## config.mk

```make
export PLATFORM = sky130hd
export DESIGN_NAME = lrc_front_flat
export DESIGN_NICKNAME = d
export VERILOG_FILES = /design/src/rtl/lrc_pkg.sv /design/src/rtl/lrc_channels.sv /design/src/rtl/lrc_front.sv /design/src/flat_wrapper.sv
export SDC_FILE = /design/constraint.sdc
export NUM_CORES = 1
export LEC_CHECK = 0
export BUFFER_PORTS_ARGS = -buffer_cell sky130_fd_sc_hd__buf_4
export CAP_MARGIN = 20
export CORE_AREA = 4 4 182 184
export DETAILED_ROUTE_END_ITERATION = 16
export DIE_AREA = 0 0 186 188
export PLACE_DENSITY = 0.62
export REMOVE_ABC_BUFFERS = 1
export SYNTH_ARGS = -nofsm -noshare
export SYNTH_HDL_FRONTEND = slang
export SYNTH_SLANG_ARGS = --single-unit
```

## constraint.sdc

```tcl
create_clock -name clk -period 19.1 [get_ports clk]
set_input_delay 2.865 -clock clk [delete_from_list [all_inputs] [get_ports clk]]
set_output_delay 2.865 -clock clk [all_outputs]
set_load 0.02 [all_outputs]
```

## src/rtl/lrc_pkg.sv

```systemverilog
// Shared types and constants of the lidar ray cast unit.
`timescale 1ns / 1ps
package lrc_pkg;

    localparam int CORDIC_STEPS = 24;
    localparam int STEP_BITS    = 5;
    localparam int CORDIC_BITS  = 34;
    localparam int DIR_BITS     = 16;
    localparam int RANGE_BITS   = 15;
    localparam int NOISE_BITS   = 10;
    localparam int COUNT_BITS   = 7;
    localparam int INDEX_BITS   = 6;
    localparam int FRAC_BITS    = 14;
    localparam int QUOT_BITS    = 15;
    localparam int DIV_CNT_BITS = 4;
    localparam int QUEUE_DEPTH  = 2;

    localparam logic signed [CORDIC_BITS-1:0] CORDIC_X_INIT = 34'sd652032874;
    localparam logic signed [DIR_BITS-1:0]    DIR_ONE       = 16'sd16384;

    localparam logic CMD_WRITE = 1'b0;
    localparam logic CMD_CAST  = 1'b1;

    typedef logic [1:0] reg_index_t;
    localparam reg_index_t REG_WALL_COUNT = 2'd0;
    localparam reg_index_t REG_NEAR_LIMIT = 2'd1;
    localparam reg_index_t REG_FAR_LIMIT  = 2'd2;

    localparam logic [COUNT_BITS-1:0] WALL_COUNT_RESET = 7'd0;
    localparam logic [RANGE_BITS-1:0] NEAR_LIMIT_RESET = 15'd31;
    localparam logic [RANGE_BITS-1:0] FAR_LIMIT_RESET  = 15'd3584;

    typedef struct packed {
        logic [COUNT_BITS-1:0] wall_count;
        logic [RANGE_BITS-1:0] near_limit;
        logic [RANGE_BITS-1:0] far_limit;
    } lrc_cfg_t;

    typedef enum logic [3:0] {
        ST_IDLE,
        ST_CORDIC,
        ST_READ,
        ST_SUB,
        ST_MUL,
        ST_DIFF,
        ST_CMP1,
        ST_CMP2,
        ST_DIV,
        ST_DONE
    } back_state_t;

    // Arctangent of 2^-i as a fraction of a full turn in a 32-bit phase.
    function automatic logic signed [CORDIC_BITS-1:0] cordic_atan(input logic [STEP_BITS-1:0] i);
        logic signed [CORDIC_BITS-1:0] a;
        begin
            unique case (i)
                5'd0:    a = 34'sh20000000;
                5'd1:    a = 34'sh12E4051D;
                5'd2:    a = 34'sh09FB385B;
                5'd3:    a = 34'sh051111D4;
                5'd4:    a = 34'sh028B0D43;
                5'd5:    a = 34'sh0145D7E1;
                5'd6:    a = 34'sh00A2F61E;
                5'd7:    a = 34'sh00517C55;
                5'd8:    a = 34'sh0028BE53;
                5'd9:    a = 34'sh00145F2E;
                5'd10:   a = 34'sh000A2F98;
                5'd11:   a = 34'sh000517CC;
                5'd12:   a = 34'sh00028BE6;
                5'd13:   a = 34'sh000145F3;
                5'd14:   a = 34'sh0000A2F9;
                5'd15:   a = 34'sh0000517C;
                5'd16:   a = 34'sh000028BE;
                5'd17:   a = 34'sh0000145F;
                5'd18:   a = 34'sh00000A2F;
                5'd19:   a = 34'sh00000517;
                5'd20:   a = 34'sh0000028B;
                5'd21:   a = 34'sh00000145;
                5'd22:   a = 34'sh000000A2;
                5'd23:   a = 34'sh00000051;
                default: a = '0;
            endcase
            return a;
        end
    endfunction

endpackage

```

## src/rtl/lrc_channels.sv

```systemverilog
// Handshake channels of the lidar ray cast unit: command, result and configuration.
`timescale 1ns / 1ps
interface lrc_cmd_if #(
    parameter int COORD_BITS = 16,
    parameter int ANGLE_BITS = 12
);
    logic                         valid;
    logic                         ready;
    logic                         command;
    logic [5:0]                   wall_index;
    logic signed [COORD_BITS-1:0] start_x;
    logic signed [COORD_BITS-1:0] start_y;
    logic signed [COORD_BITS-1:0] end_x;
    logic signed [COORD_BITS-1:0] end_y;
    logic signed [COORD_BITS-1:0] origin_x;
    logic signed [COORD_BITS-1:0] origin_y;
    logic [ANGLE_BITS-1:0]        angle;
    logic signed [9:0]            noise;

    modport source (output valid, command, wall_index, start_x, start_y, end_x, end_y,
                     origin_x, origin_y, angle, noise, input ready);
    modport sink (input valid, command, wall_index, start_x, start_y, end_x, end_y,
                   origin_x, origin_y, angle, noise, output ready);
endinterface


```

## src/rtl/lrc_front.sv

```systemverilog
// Front end: accepts command words, drops writes beyond the table, queues the rest.
`timescale 1ns / 1ps
module lrc_front #(
    parameter int MAX_WALLS  = 64,
    parameter int COORD_BITS = 16,
    parameter int ANGLE_BITS = 12
) (
    input  logic clk,
    input  logic rst_n,
    lrc_cmd_if.sink   cmd,
    lrc_cmd_if.source q_out
);
    import lrc_pkg::*;

    typedef struct packed {
        logic                         command;
        logic [INDEX_BITS-1:0]        wall_index;
        logic signed [COORD_BITS-1:0] start_x;
        logic signed [COORD_BITS-1:0] start_y;
        logic signed [COORD_BITS-1:0] end_x;
        logic signed [COORD_BITS-1:0] end_y;
        logic signed [COORD_BITS-1:0] origin_x;
        logic signed [COORD_BITS-1:0] origin_y;
        logic [ANGLE_BITS-1:0]        angle;
        logic signed [NOISE_BITS-1:0] noise;
    } queue_word_t;

    queue_word_t slot_reg [QUEUE_DEPTH];
    logic        wr_ptr_reg, wr_ptr_next;
    logic        rd_ptr_reg, rd_ptr_next;
    logic [1:0]  count_reg, count_next;
    logic        take, keep, pop;
    queue_word_t in_word, head;

    assign cmd.ready = (count_reg != 2'(QUEUE_DEPTH));
    assign take      = cmd.valid && cmd.ready;
    // A write aimed past the end of the table is taken and discarded here.
    assign keep      = take && ((cmd.command == CMD_CAST) ||
                                (32'(cmd.wall_index) < MAX_WALLS));
    assign pop       = q_out.valid && q_out.ready;

    assign in_word = '{command: cmd.command, wall_index: cmd.wall_index,
                       start_x: cmd.start_x, start_y: cmd.start_y,
                       end_x: cmd.end_x, end_y: cmd.end_y,
                       origin_x: cmd.origin_x, origin_y: cmd.origin_y,
                       angle: cmd.angle, noise: cmd.noise};

    always_comb
    begin
        wr_ptr_next = keep ? ~wr_ptr_reg : wr_ptr_reg;
        rd_ptr_next = pop ? ~rd_ptr_reg : rd_ptr_reg;
        count_next  = count_reg + 2'(keep) - 2'(pop);
    end

    always_ff @(posedge clk or negedge rst_n)
    begin
        if (!rst_n)
        begin
            wr_ptr_reg <= 1'b0;
            rd_ptr_reg <= 1'b0;
            count_reg  <= 2'd0;
        end
        else
        begin
            wr_ptr_reg <= wr_ptr_next;
            rd_ptr_reg <= rd_ptr_next;
            count_reg  <= count_next;
        end
    end

    always_ff @(posedge clk)
    begin
        if (keep)
        begin
            slot_reg[wr_ptr_reg] <= in_word;
        end
    end

    assign head             = slot_reg[rd_ptr_reg];
    assign q_out.valid      = (count_reg != 2'd0);
    assign q_out.command    = head.command;
    assign q_out.wall_index = head.wall_index;
    assign q_out.start_x    = head.start_x;
    assign q_out.start_y    = head.start_y;
    assign q_out.end_x      = head.end_x;
    assign q_out.end_y      = head.end_y;
    assign q_out.origin_x   = head.origin_x;
    assign q_out.origin_y   = head.origin_y;
    assign q_out.angle      = head.angle;
    assign q_out.noise      = head.noise;

endmodule

```

## src/flat_wrapper.sv

```systemverilog
// flat-port wrapper written by rule: the top's interface ports become plain ports
module lrc_front_flat import lrc_pkg::*;
#(
    parameter int MAX_WALLS  = 64,
    parameter int COORD_BITS = 16,
    parameter int ANGLE_BITS = 12
)
  (clk, rst_n, cmd_valid, cmd_command, cmd_wall_index, cmd_start_x, cmd_start_y, cmd_end_x, cmd_end_y, cmd_origin_x, cmd_origin_y, cmd_angle, cmd_noise, cmd_ready, q_out_valid, q_out_command, q_out_wall_index, q_out_start_x, q_out_start_y, q_out_end_x, q_out_end_y, q_out_origin_x, q_out_origin_y, q_out_angle, q_out_noise, q_out_ready);
  lrc_cmd_if #(.COORD_BITS(COORD_BITS), .ANGLE_BITS(ANGLE_BITS)) cmd_i ();
  lrc_cmd_if #(.COORD_BITS(COORD_BITS), .ANGLE_BITS(ANGLE_BITS)) q_out_i ();
  input  logic clk;
  input  logic rst_n;
  input wire logic [$bits(cmd_i.valid)-1:0] cmd_valid;
  input wire logic [$bits(cmd_i.command)-1:0] cmd_command;
  input wire logic [$bits(cmd_i.wall_index)-1:0] cmd_wall_index;
  input wire logic [$bits(cmd_i.start_x)-1:0] cmd_start_x;
  input wire logic [$bits(cmd_i.start_y)-1:0] cmd_start_y;
  input wire logic [$bits(cmd_i.end_x)-1:0] cmd_end_x;
  input wire logic [$bits(cmd_i.end_y)-1:0] cmd_end_y;
  input wire logic [$bits(cmd_i.origin_x)-1:0] cmd_origin_x;
  input wire logic [$bits(cmd_i.origin_y)-1:0] cmd_origin_y;
  input wire logic [$bits(cmd_i.angle)-1:0] cmd_angle;
  input wire logic [$bits(cmd_i.noise)-1:0] cmd_noise;
  output wire logic [$bits(cmd_i.ready)-1:0] cmd_ready;
  output wire logic [$bits(q_out_i.valid)-1:0] q_out_valid;
  output wire logic [$bits(q_out_i.command)-1:0] q_out_command;
  output wire logic [$bits(q_out_i.wall_index)-1:0] q_out_wall_index;
  output wire logic [$bits(q_out_i.start_x)-1:0] q_out_start_x;
  output wire logic [$bits(q_out_i.start_y)-1:0] q_out_start_y;
  output wire logic [$bits(q_out_i.end_x)-1:0] q_out_end_x;
  output wire logic [$bits(q_out_i.end_y)-1:0] q_out_end_y;
  output wire logic [$bits(q_out_i.origin_x)-1:0] q_out_origin_x;
  output wire logic [$bits(q_out_i.origin_y)-1:0] q_out_origin_y;
  output wire logic [$bits(q_out_i.angle)-1:0] q_out_angle;
  output wire logic [$bits(q_out_i.noise)-1:0] q_out_noise;
  input wire logic [$bits(q_out_i.ready)-1:0] q_out_ready;
  assign cmd_i.valid = cmd_valid;
  assign cmd_i.command = cmd_command;
  assign cmd_i.wall_index = cmd_wall_index;
  assign cmd_i.start_x = cmd_start_x;
  assign cmd_i.start_y = cmd_start_y;
  assign cmd_i.end_x = cmd_end_x;
  assign cmd_i.end_y = cmd_end_y;
  assign cmd_i.origin_x = cmd_origin_x;
  assign cmd_i.origin_y = cmd_origin_y;
  assign cmd_i.angle = cmd_angle;
  assign cmd_i.noise = cmd_noise;
  assign cmd_ready = cmd_i.ready;
  assign q_out_valid = q_out_i.valid;
  assign q_out_command = q_out_i.command;
  assign q_out_wall_index = q_out_i.wall_index;
  assign q_out_start_x = q_out_i.start_x;
  assign q_out_start_y = q_out_i.start_y;
  assign q_out_end_x = q_out_i.end_x;
  assign q_out_end_y = q_out_i.end_y;
  assign q_out_origin_x = q_out_i.origin_x;
  assign q_out_origin_y = q_out_i.origin_y;
  assign q_out_angle = q_out_i.angle;
  assign q_out_noise = q_out_i.noise;
  assign q_out_i.ready = q_out_ready;
  lrc_front #(.MAX_WALLS(MAX_WALLS), .COORD_BITS(COORD_BITS), .ANGLE_BITS(ANGLE_BITS)) u_core (.clk(clk), .rst_n(rst_n), .cmd(cmd_i), .q_out(q_out_i));
endmodule
```

# Word-level counts from Yosys, hierarchy flattened
# Memory sizes are Yosys's and may differ from the RTL's.
# Index checks and enable logic that the tools add are counted.
# word_totals
mem_bits_rw,250
regBits,4
wordCells,14
mem_count,1
in_bits,129
# mem_list
name,words,word_bits,rd,rd_ports_with_merged_regs,write_ports,line,rtl
u_core.slot_reg,2,125,1,0,1,lrc_front.sv:28,queue_word_t slot_reg [QUEUE_DEPTH];
# classes
bitwise,2
n_addsub,2
n_reduce_logical,3
eq_ne,1
mux,2
# ops
operator,count
$add 2x1->2,1
$logic_and 1x1->1,2
$mux 1,2
$ne 2x2->1 const B,1
$not 1->1,2
$reduce_bool 2->1,1
$sub 2x1->2,1

# Depth between registers and ports, before layout
# Gate-level depths: netlist (run 1).
# logic_depth
ltp_word,4
depth_mapped,7
mapped_depth_nobuf,7

# Worst setup path before layout (run 1)
# No wires, ideal clock.
# synth_path
kind,input port to flip-flop
startpoint,input cmd_valid
endpoint,"memory u_core.slot_reg[0][0] (netlist name), enable pin"
setup_time_ns,0.611
slack_ns,10.333
cell_stages,2
required_time_ns,18.489
path_buffers,0
arrival_ns,8.156
cell_sequence,nand2_1 -> nor2_1
# synth_via
elab_chain_cells,3
# synth_lines
element,line,rtl
"start, declared",flat_wrapper.sv:13,input wire logic [$bits(cmd_i.valid)-1:0] cmd_valid;
$logic_and 1x1->1,lrc_front.sv:36,assign take = cmd.valid && cmd.ready;
$mux 1,lrc_front.sv:73,if (keep)
$mux 1 (not written as such),lrc_front.sv:75,slot_reg[wr_ptr_reg] <= in_word;
"end, declared",lrc_front.sv:28,
# Every way passes these cells.

# Worst setup path in the final report (run 1)
# layout_path
startpoint,register u_core.rd_ptr_reg
endpoint,output q_out_noise[3]
# layout_via
elab_chain_cells,1
# layout_lines
element,line,rtl
"start, declared",lrc_front.sv:30,"logic rd_ptr_reg, rd_ptr_next;"
"start signal, assigned",lrc_front.sv:66,rd_ptr_reg <= rd_ptr_next;
$mem_v2 2x125,--,
"end, declared",flat_wrapper.sv:35,output wire logic [$bits(q_out_i.noise)-1:0] q_out_noise;
# Every way passes these cells.

==> results.json, run 1 <==
{
  "diodes": 0,
  "cp_data_arrival_time_ns": 3.19,
  "ys_seq_elements": 254,
  "area_growth_pct": 34.7,
  "yosys.area_share.adder_pct": 0.267,
  "die_y_um": 188,
  "first_pass_iters": 4,
  "drc": 0,
  "critPathCaptureType": "output pin",
  "powerDensity_nw_per_um2": 160,
  "vias": 4725,
  "finalCritPeriodShare_pct": 31.7,
  "wl_per_cell_um": 17.8,
  "numCtsBuffers": 28,
  "cp.required_ns": 16.23,
  "crit_end": "q_out_noise[3]",
  "synth_top_family_by_area": "multiplexers",
  "yosys-mux-area-fraction_pct": 16.6,
  "ys_warn_count": 0,
  "hold_class": "reg2reg",
  "cp.buffers_inverters": 2,
  "syn_area_um2": 9380,
  "final_layout_size_suffix_gt1_share_pct": 60.9,
  "hpwl_um": 12900,
  "r2r_cells": 4,
  "grt_pass1_wl_um": 29200,
  "synth_cell_types": 16,
  "cts.sinks": 254,
  "clk_latency_ns": 0.53,
  "start_util_pct": 29.9,
  "leakage_uw": 0.00477,
  "die_w_um": 186,
  "clock.fmax_mhz": 165,
  "crit_family": "flip-flops",
  "synth_cells": 408,
  "grt_max_degree": 78,
  "run_status": "completed",
  "portBuffers": 255,
  "wl_um": 19700,
  "tritoncts": "done",
  "setup_viol": 0,
  "r2r_slack_ns": 16.69,
  "synth.avg_cell_area_um2": 23.0,
  "cts-root-buf": "clkbuf_16",
  "fin_tns_setup_ns": 0,
  "critPathKind": "reg2out",
  "cpPeakStageDelay_ns": 1.08,
  "finalCriticalPeriod_ns": 6.06,
  "drv_cap": 0,
  "fin_skew_ns": 0.0172,
  "cts_htree_levels": 1,
  "ys_seq_area_share_pct": 81.1,
  "critical_path.max_fanout": 66,
  "worstPathCellList": "buf_4, mux2_2, buf_4",
  "die-area_um2": 35000,
  "rr_startpoint": "u_core.count_reg[1]",
  "cp_common_cell": "buf_4",
  "dp_worst_setup_slack_ns": 13.52,
  "cts_resized": 0,
  "start_kind": "register",
  "drv_slew": 0,
  "fin_nets": 815,
  "ant_nets": 0,
  "core-area_um2": 31400,
  "gp_congestion": 0.709,
  "grt_overflow_total": 0,
  "startpoint": "u_core.rd_ptr_reg",
  "synth_compound_area_share_pct": 0,
  "antenna_found_initial": 0,
  "drt-initial-drc-count": 167,
  "max-clock-path-buffers": 3,
  "grt_pass1_vias": 5150,
  "routed_via_density": 4.27,
  "largest_reg_flops": 250,
  "synthXorXnorAreaFrac_pct": 0.374,
  "postCtsSetupRepairBufs": 0,
  "hold_violations": 0,
  "synth-simple-area-share_pct": 0.347,
  "tightest_slew_ns": 1.03,
  "ios": 256,
  "rsz0062_at_grt": "false",
  "maxSlewHeadroom_pct": 31.1,
  "rows": 65,
  "setup_slack_ns": 13.04,
  "grt.total_usage_pct": 10.7,
  "path_depth": 3,
  "cts_hold_buf": 0,
  "ir_worst_vdd_uv": 86.3,
  "cts.clk_slew.worst_paths_ns": 0.06,
  "crit_slowest_cell": "dfrtp_4",
  "reg2reg_to": "u_core.slot_reg[1][73]"
}
[per-stage QoR]
step	hold WS [ns]	instance area, um2	power (uW)	util, %	instances
global placement	0.496	11700	1540	37.4	1055
CTS	0.500	12600	2060	40.1	1106
finish	0.508	12600	2020	40.2	1107
global route	0.543	12600	2130	40.2	1107
detailed placement	0.486	11700	1540	37.4	1055
floorplan	0.460	9270	1290	-	394
[area by class of cell]
type | count | area (um2)
Fill cell | 2895 | 18800
Clock inverter | 14 | 103
Multi-Input combinational cell | 137 | 1660
Tap cell | 402 | 503
Timing Repair Buffer | 260 | 1970
Inverter | 3 | 11.3
Sequential cell | 254 | 7610
Clock buffer | 37 | 766
[cells by family after synthesis]
logic type	count (synthesis)
adders and majority gates	2
buffers and inverters	17
xor gates and xnor gates	4
muxes	125
and+or+nand+nor	6
DFF	254
[cells in the mapped netlist]
cell type    n  area, um2
xor2_1       1       8.76
and2_1       1       6.26
buf_6        6       67.6
nor2_1       1       3.75
and3_1       1       6.26
or2_2        1       6.26
inv_1        3       11.3
edfxtp_1   250       7510
nand2b_1     1       6.26
buf_2        8       40.0
nand2_1      1       3.75
mux2_2      85        957
ha_1         2       25.0
dfrtp_1      4        100
mux2_4      40        601
xnor2_1      3       26.3
[how the worst min path moves through the flow]
| stage | start | cells after the start | endpoint | slack [ns] |
|---|---|---|---|---|
| 4_1_cts | u_core.count_reg[1] | 1 | u_core.count_reg[1] | 0.50 |
| 5_1_grt | u_core.count_reg[1] | 1 | u_core.count_reg[1] | 0.54 |
| 3_5_place_dp | u_core.count_reg[1] | 1 | u_core.count_reg[1] | 0.49 |
| 3_3_place_gp | u_core.count_reg[1] | 1 | u_core.count_reg[1] | 0.50 |
| 6_report | u_core.count_reg[1] | 1 | u_core.count_reg[1] | 0.51 |
| 2_1_floorplan | u_core.count_reg[1] | 1 | u_core.count_reg[1] | 0.46 |
[metal layers]
| layer | track usage (%) | routed length [um] | share of wire (%) | vias to the layer above |
|---|---|---|---|---|
| met3 | 4.85 | 2020 | 10 | 24 |
| met5 | 0 | 0 | 0 | - |
| met4 | 2.35 | 371 | 1.9 | 0 |
| li1 | - | - | - | 2172 |
| met2 | 17.5 | 9390 | 48 | 188 |
| met1 | 12.9 | 7940 | 40 | 2341 |
[power breakdown]
part | total [uW] | leakage, uW | internal, uW | switching (uW)
Sequential | 822 | 0.00237 | 763 | 58.7
Clock | 502 | 0.000421 | 295 | 208
Combinational | 698 | 0.00198 | 329 | 368
Total | 2020 | 0.00477 | 1390 | 634
[cells in the final DEF, fill, tap and decap left out, drive strengths merged]
cell type  instances
inv                3
buf              260
dfrtp              4
clkinvlp           2
bufinv             1
nand2b             1
and3               1
nand2              1
nor2               1
edfxtp           250
mux2             125
xnor2              3
and2               1
clkinv            11
or2                1
clkbuf            37
ha                 2
xor2               1
(Power assumes the default switching activity.)
==> run 2: changes to the inputs <==
Settings changed: PLACE_DENSITY 0.62 to 0.64.
Clock period 19.1 ns to 5.25 ns, I/O delays scaled along.
==> run 2 against run 1 <==
Clock-buffer cell count down 1. Critical endpoint is now q_out_angle[7]. Sequential power rose to 3.6 times the previous value. Sequential share of layout area down 0.30 points. Via count down 0.40%. Setup slack worse by 11 ns. Critical path depth unchanged. First-iteration DRC count down 28%. Largest power group unchanged. Core utilization up 0.20 points. Die area unchanged.
==> results.json, run 2 (synthesis results as in run 1) <==
{
  "ir_worst_vdd_uv": 337,
  "maxSlewHeadroom_pct": 38.1,
  "wl_per_cell_um": 17.6,
  "grt_pass1_vias": 5147,
  "grt_max_degree": 72,
  "portBuffers": 255,
  "cp_data_arrival_time_ns": 2.56,
  "cp.buffers_inverters": 2,
  "die_w_um": 186,
  "start_kind": "register",
  "first_pass_iters": 4,
  "max-clock-path-buffers": 3,
  "tightest_slew_ns": 0.929,
  "layout_commonest_cell": "buf_4",
  "start_util_pct": 29.9,
  "clock.fmax_mhz": 298,
  "clk_latency_ns": 0.53,
  "top_layer_used": "met4",
  "cpPeakStageDelay_ns": 1.01,
  "powerDensity_nw_per_um2": 587,
  "finalNonFillerCells": 1107,
  "hold_violations": 0,
  "grt.total_usage_pct": 10.5,
  "hold_class": "in2reg",
  "ios": 256,
  "startpoint": "u_core.rd_ptr_reg",
  "ant_nets": 0,
  "rows": 65,
  "cts.sinks": 254,
  "r2r_slack_ns": 2.95,
  "critPathKind": "reg2out",
  "cp.required_ns": 4.46,
  "cts-root-buf": "clkbuf_16",
  "core-area_um2": 31400,
  "routed_via_density": 4.25,
  "largest_reg_flops": 250,
  "area_growth_pct": 35.3,
  "reg2reg_to": "u_core.slot_reg[0][0]",
  "die-area_um2": 35000,
  "diodes": 0,
  "crit_slowest_cell": "dfrtp_4",
  "grt_pass1_wl_um": 28900,
  "power.total_uw": 7450,
  "fin_nets": 816,
  "cts_htree_levels": 1,
  "rr_startpoint": "u_core.count_reg[1]",
  "path_depth": 3,
  "setup_viol": 0,
  "post-route-util_pct": 40.4,
  "wl_met1_um": 7940,
  "rsz0062_at_grt": "false",
  "grt_overflow_total": 0,
  "place_inst": 1056,
  "worst_hold_slack_ns": 0.438,
  "r2r_cells": 4,
  "run_status": "completed",
  "drv_cap": 0,
  "wl_met2_um": 9140,
  "crit_end": "q_out_angle[7]",
  "fin_skew_ns": 0.0160,
  "final_cell_mix": "257 x buf_4, 250 x edfxtp_1, 85 x mux2_2",
  "met3_length_um": 2030,
  "finalCritPeriodShare_pct": 63.8,
  "wl_um": 19500,
  "leakage_uw": 0.00480,
  "critPathCaptureType": "output pin",
  "drc": 0,
  "antenna_found_initial": 0,
  "critical_path.max_fanout": 55,
  "cts.clk_slew.worst_paths_ns": 0.06,
  "final_layout_size_suffix_gt1_share_pct": 61.0,
  "tritoncts": "done",
  "gp_congestion": 0.732,
  "drt-initial-drc-count": 120,
  "hpwl_um": 12700,
  "worstPathCellList": "buf_12, mux2_2, buf_4",
  "vias": 4706,
  "drv_slew": 0,
  "die_y_um": 188,
  "crit_family": "flip-flops",
  "finalCriticalPeriod_ns": 3.35,
  "numCtsBuffers": 28
}
run 2: cell types whose count changed in the layout (fill, tap and decap cells not counted):
cell	previous run	this run
clkinv_2	5	6
clkinv_4	2	0
buf_16	1	0
buf_12	0	3
dlygate4sd3_1	0	1
bufinv_16	1	3
buf_4	259	257
clkinv_1	4	2
inv_6	0	1
clkbuf_8	1	0
run 2: layer usage:
layer	vias to the layer above	global-route usage (%)
met5	-	0
met4	0	2.83
met2	195	17.5
met3	31	4.31
met1	2309	12.6
li1	2171	-
run 2: report_power, final:
| group | leakage [uW] | internal [uW] | switching [uW] | total (uW) |
|---|---|---|---|---|
| clock network | 0.000439 | 1150 | 761 | 1920 |
| logic | 0.00199 | 1200 | 1350 | 2550 |
| registers | 0.00237 | 2770 | 202 | 2980 |
| total | 0.00480 | 5130 | 2310 | 7450 |
run 2: how the worst min path moves through the flow:
stage	start	endpoint	slack, ns	cells after the start
after CTS	cmd_start_y[12]	u_core.slot_reg[0][98]	0.40	1
after floorplan	u_core.count_reg[1]	u_core.count_reg[1]	0.46	1
after global routing	cmd_end_x[3]	u_core.slot_reg[0][73]	0.40	1
after global placement	u_core.count_reg[1]	u_core.count_reg[1]	0.49	1
final	cmd_start_y[12]	u_core.slot_reg[0][98]	0.44	1
after detailed placement	u_core.count_reg[1]	u_core.count_reg[1]	0.50	1
run 2: repair_timing:
item | in CTS | in global routing
hold buffers | 1 | 0
resized for setup | 0 | 0
endpoints found under the hold margin | 4 | 0
buffers inserted | 0 | 0
run 2: area by class of cell:
| class | instances | area (um2) |
|---|---|---|
| Multi-Input combinational cell | 137 | 1660 |
| Timing Repair Buffer | 261 | 2000 |
| Inverter | 3 | 11.3 |
| Sequential cell | 254 | 7610 |
| Clock inverter | 14 | 151 |
| Clock buffer | 36 | 752 |
| Tap cell | 402 | 503 |
| Fill cell | 2831 | 18700 |
run 2: through the flow:
stage          setup slack, ns  instance area, um2  TNS (ns)
6_report                  1.90               12700         0
4_1_cts                   1.79               12700         0
5_1_grt                   1.74               12700         0
3_5_place_dp              2.38               11800         0
2_1_floorplan            -1.44                9270   -179.90
3_3_place_gp              2.39               11800         0
==> run 3: changes to the inputs <==
Settings changed: ABC_AREA from default to 1.
Clock period 5.25 ns to 2.7 ns, I/O delays scaled along.
==> run 3 against run 2 <==
Flip-flop and latch count unchanged. Clock-buffer cell count shrank 1. Via count rose by 23%. Synthesized cell count grew 68%. Combinational power up 120%. Design area shrank 0.63%. Highest routed layer is now met5. Register-to-register slack worse by 2.0 ns. Critical path type unchanged. Routed wire length increased by 11%. Area after synthesis down 0.55%. Largest cell class unchanged. Critical endpoint is now q_out_start_x[15]. Critical path depth up 2.
==> results.json, run 3 <==
{
  "run_status": "completed",
  "crit_slowest_cell": "dfrtp_4",
  "ant_nets": 0,
  "worstHoldStart": "cmd_wall_index[4]",
  "synth_cells": 685,
  "min_to": "u_core.slot_reg[1][122]",
  "post-route-util_pct": 40.2,
  "syn_area_um2": 9330,
  "final_cell_mix": "388 x nand2_1, 260 x buf_4, 250 x edfxtp_1",
  "first_pass_iters": 4,
  "die_w_um": 186,
  "cts-root-buf": "clkbuf_16",
  "tritoncts": "done",
  "power.total_uw": 14600,
  "drc": 0,
  "critPathCaptureType": "output pin",
  "gp_congestion": 0.732,
  "hold_class": "in2reg",
  "dp_worst_setup_slack_ns": 0.928,
  "r2r_cells": 4,
  "r2r_slack_ns": 0.94,
  "layout_commonest_cell": "nand2_1",
  "n_fill_cell": 2962,
  "max-clock-path-buffers": 3,
  "cts_htree_levels": 1,
  "drv_slew": 0,
  "synthTopCellsByCount": "388 x nand2_1, 250 x edfxtp_1, 19 x buf_2",
  "die-area_um2": 35000,
  "area_growth_pct": 35.2,
  "grt_max_degree": 66,
  "ys_seq_area_share_pct": 81.6,
  "final_layout_size_suffix_gt1_share_pct": 31.7,
  "wl_per_cell_um": 15.7,
  "yosysTopAreaCell": "edfxtp_1",
  "synth.avg_cell_area_um2": 13.6,
  "ys_seq_elements": 254,
  "ys.flop_type": "edfxtp_1",
  "multi_input_area_um2": 1510,
  "grt_pass1_wl_um": 32500,
  "diodes": 0,
  "die_y_um": 188,
  "finalCritPeriodShare_pct": 81.6,
  "vias": 5811,
  "grt_pass1_vias": 5920,
  "hold_violations": 0,
  "worstPathCellList": "inv_4, buf_12, nand2_1, nand2_1, buf_4",
  "place_inst": 1328,
  "clk_latency_ns": 0.52,
  "reg2reg_to": "u_core.slot_reg[0][46]",
  "rr_startpoint": "u_core.count_reg[1]",
  "clock.fmax_mhz": 454,
  "wl_um": 21600,
  "synth_edf_count": 250,
  "drv_cap": 0,
  "fin_skew_ns": 0.00972,
  "ios": 256,
  "critPathKind": "reg2out",
  "cts.sinks": 254,
  "grt_overflow_total": 0,
  "core-area_um2": 31400,
  "powerDensity_nw_per_um2": 1160,
  "cpPeakStageDelay_ns": 0.51,
  "leakage_uw": 0.00531,
  "grt.total_usage_pct": 11.8,
  "start_util_pct": 29.7,
  "cts_hold_buf": 1,
  "synth-async-reset-ratio_pct": 1.57,
  "ys_warn_count": 0,
  "numCtsBuffers": 27,
  "portBuffers": 255,
  "hpwl_um": 14400,
  "finalNonFillerCells": 1376,
  "cp.buffers_inverters": 3,
  "largest_reg_flops": 250,
  "rows": 65,
  "antenna_found_initial": 1,
  "setup_slack_ns": 0.498,
  "holdPathStages": 1,
  "fin_nets": 1087,
  "ir_worst_vdd_uv": 730,
  "crit_family": "flip-flops",
  "routed_via_density": 4.22,
  "maxSlewHeadroom_pct": 70.3,
  "cts_resized": 0,
  "cp_common_cell": "nand2_1",
  "tightest_slew_ns": 0.446,
  "cp.required_ns": 2.30,
  "drt-initial-drc-count": 289,
  "critical_path.max_fanout": 65,
  "synth_area_leaders": "edfxtp_1 81%, nand2_1 16%, dfrtp_1 1.1%, buf_2 1.0%, buf_6 0.72%",
  "synth_top_area_share_pct": 80.5,
  "postCtsSetupRepairBufs": 0,
  "cp_data_arrival_time_ns": 1.80,
  "synth_cell_types": 11,
  "synth.most_common_cell": "nand2_1",
  "finalCriticalPeriod_ns": 2.20,
  "setup_viol": 0,
  "rsz0062_at_grt": "false",
  "cts.clk_slew.worst_paths_ns": 0.06,
  "start_kind": "register",
  "regArea_um2": 7610
}
-- run 3: area by class of cell --
cell class | count | area share, %
clock buffer | 35 | 5.83
timing repair buffer | 269 | 16.8
clock inverter | 12 | 0.685
tap | 402 | 3.99
inverter | 10 | 0.357
multi-input combinational | 394 | 12.0
sequential | 254 | 60.4
-- run 3: report_power, final --
group | total [uW] | switching, uW | internal, uW
Combinational | 5640 | 3640 | 2000
Sequential | 5570 | 200 | 5370
Clock | 3400 | 1410 | 2000
Total | 14600 | 5250 | 9370
-- run 3: routing by layer --
layer	routed length (um)	track usage (%)
met1	8660	14.7
met2	10600	19.9
met3	1850	3.88
met4	461	2.91
met5	13	0
-- run 3: worst max-delay path by stage --
stage                             start                     end  slack [ns]  cells past startpoint
finish                u_core.rd_ptr_reg       q_out_start_x[15]        0.50                      5
global route          u_core.rd_ptr_reg        q_out_start_y[4]        0.37                      5
CTS                   u_core.rd_ptr_reg       q_out_start_x[15]        0.43                      5
detailed placement  u_core.count_reg[1]  u_core.slot_reg[0][46]        0.93                      4
global placement      u_core.wr_ptr_reg  u_core.slot_reg[0][85]        0.96                      4
floorplan           u_core.count_reg[1]   u_core.slot_reg[1][0]       -3.81                      3
-- run 3: cell families (layout without fill, tap and decap cells) --
logic type                 count (synthesis)  in the layout  share of synthesized area, %
DFF                                      254            254                          81.6
buffers and inverters                     37            326                          2.33
adders and majority gates                  2              2                         0.268
and+or+nand+nor                          392            392                          15.8
-- run 3: through the flow --
stage | hold WS (ns) | TNS, ns | instance area [um2]
6_report | 0.0609 | 0 | 12600
5_1_grt | 0.0201 | 0 | 12600
4_1_cts | 0.0228 | 0 | 12600
3_5_place_dp | 0.206 | 0 | 11800
3_3_place_gp | 0.207 | 0 | 11800
2_1_floorplan | 0.109 | -733.15 | 9150
-- run 3: worst reg2reg max path, stage by stage, from the launching register on --
cell and delay [ns]:
dfrtp_1 0.39, nand2_1 0.13, nand3_1 0.18, inv_6 0.38, buf_4 0.35
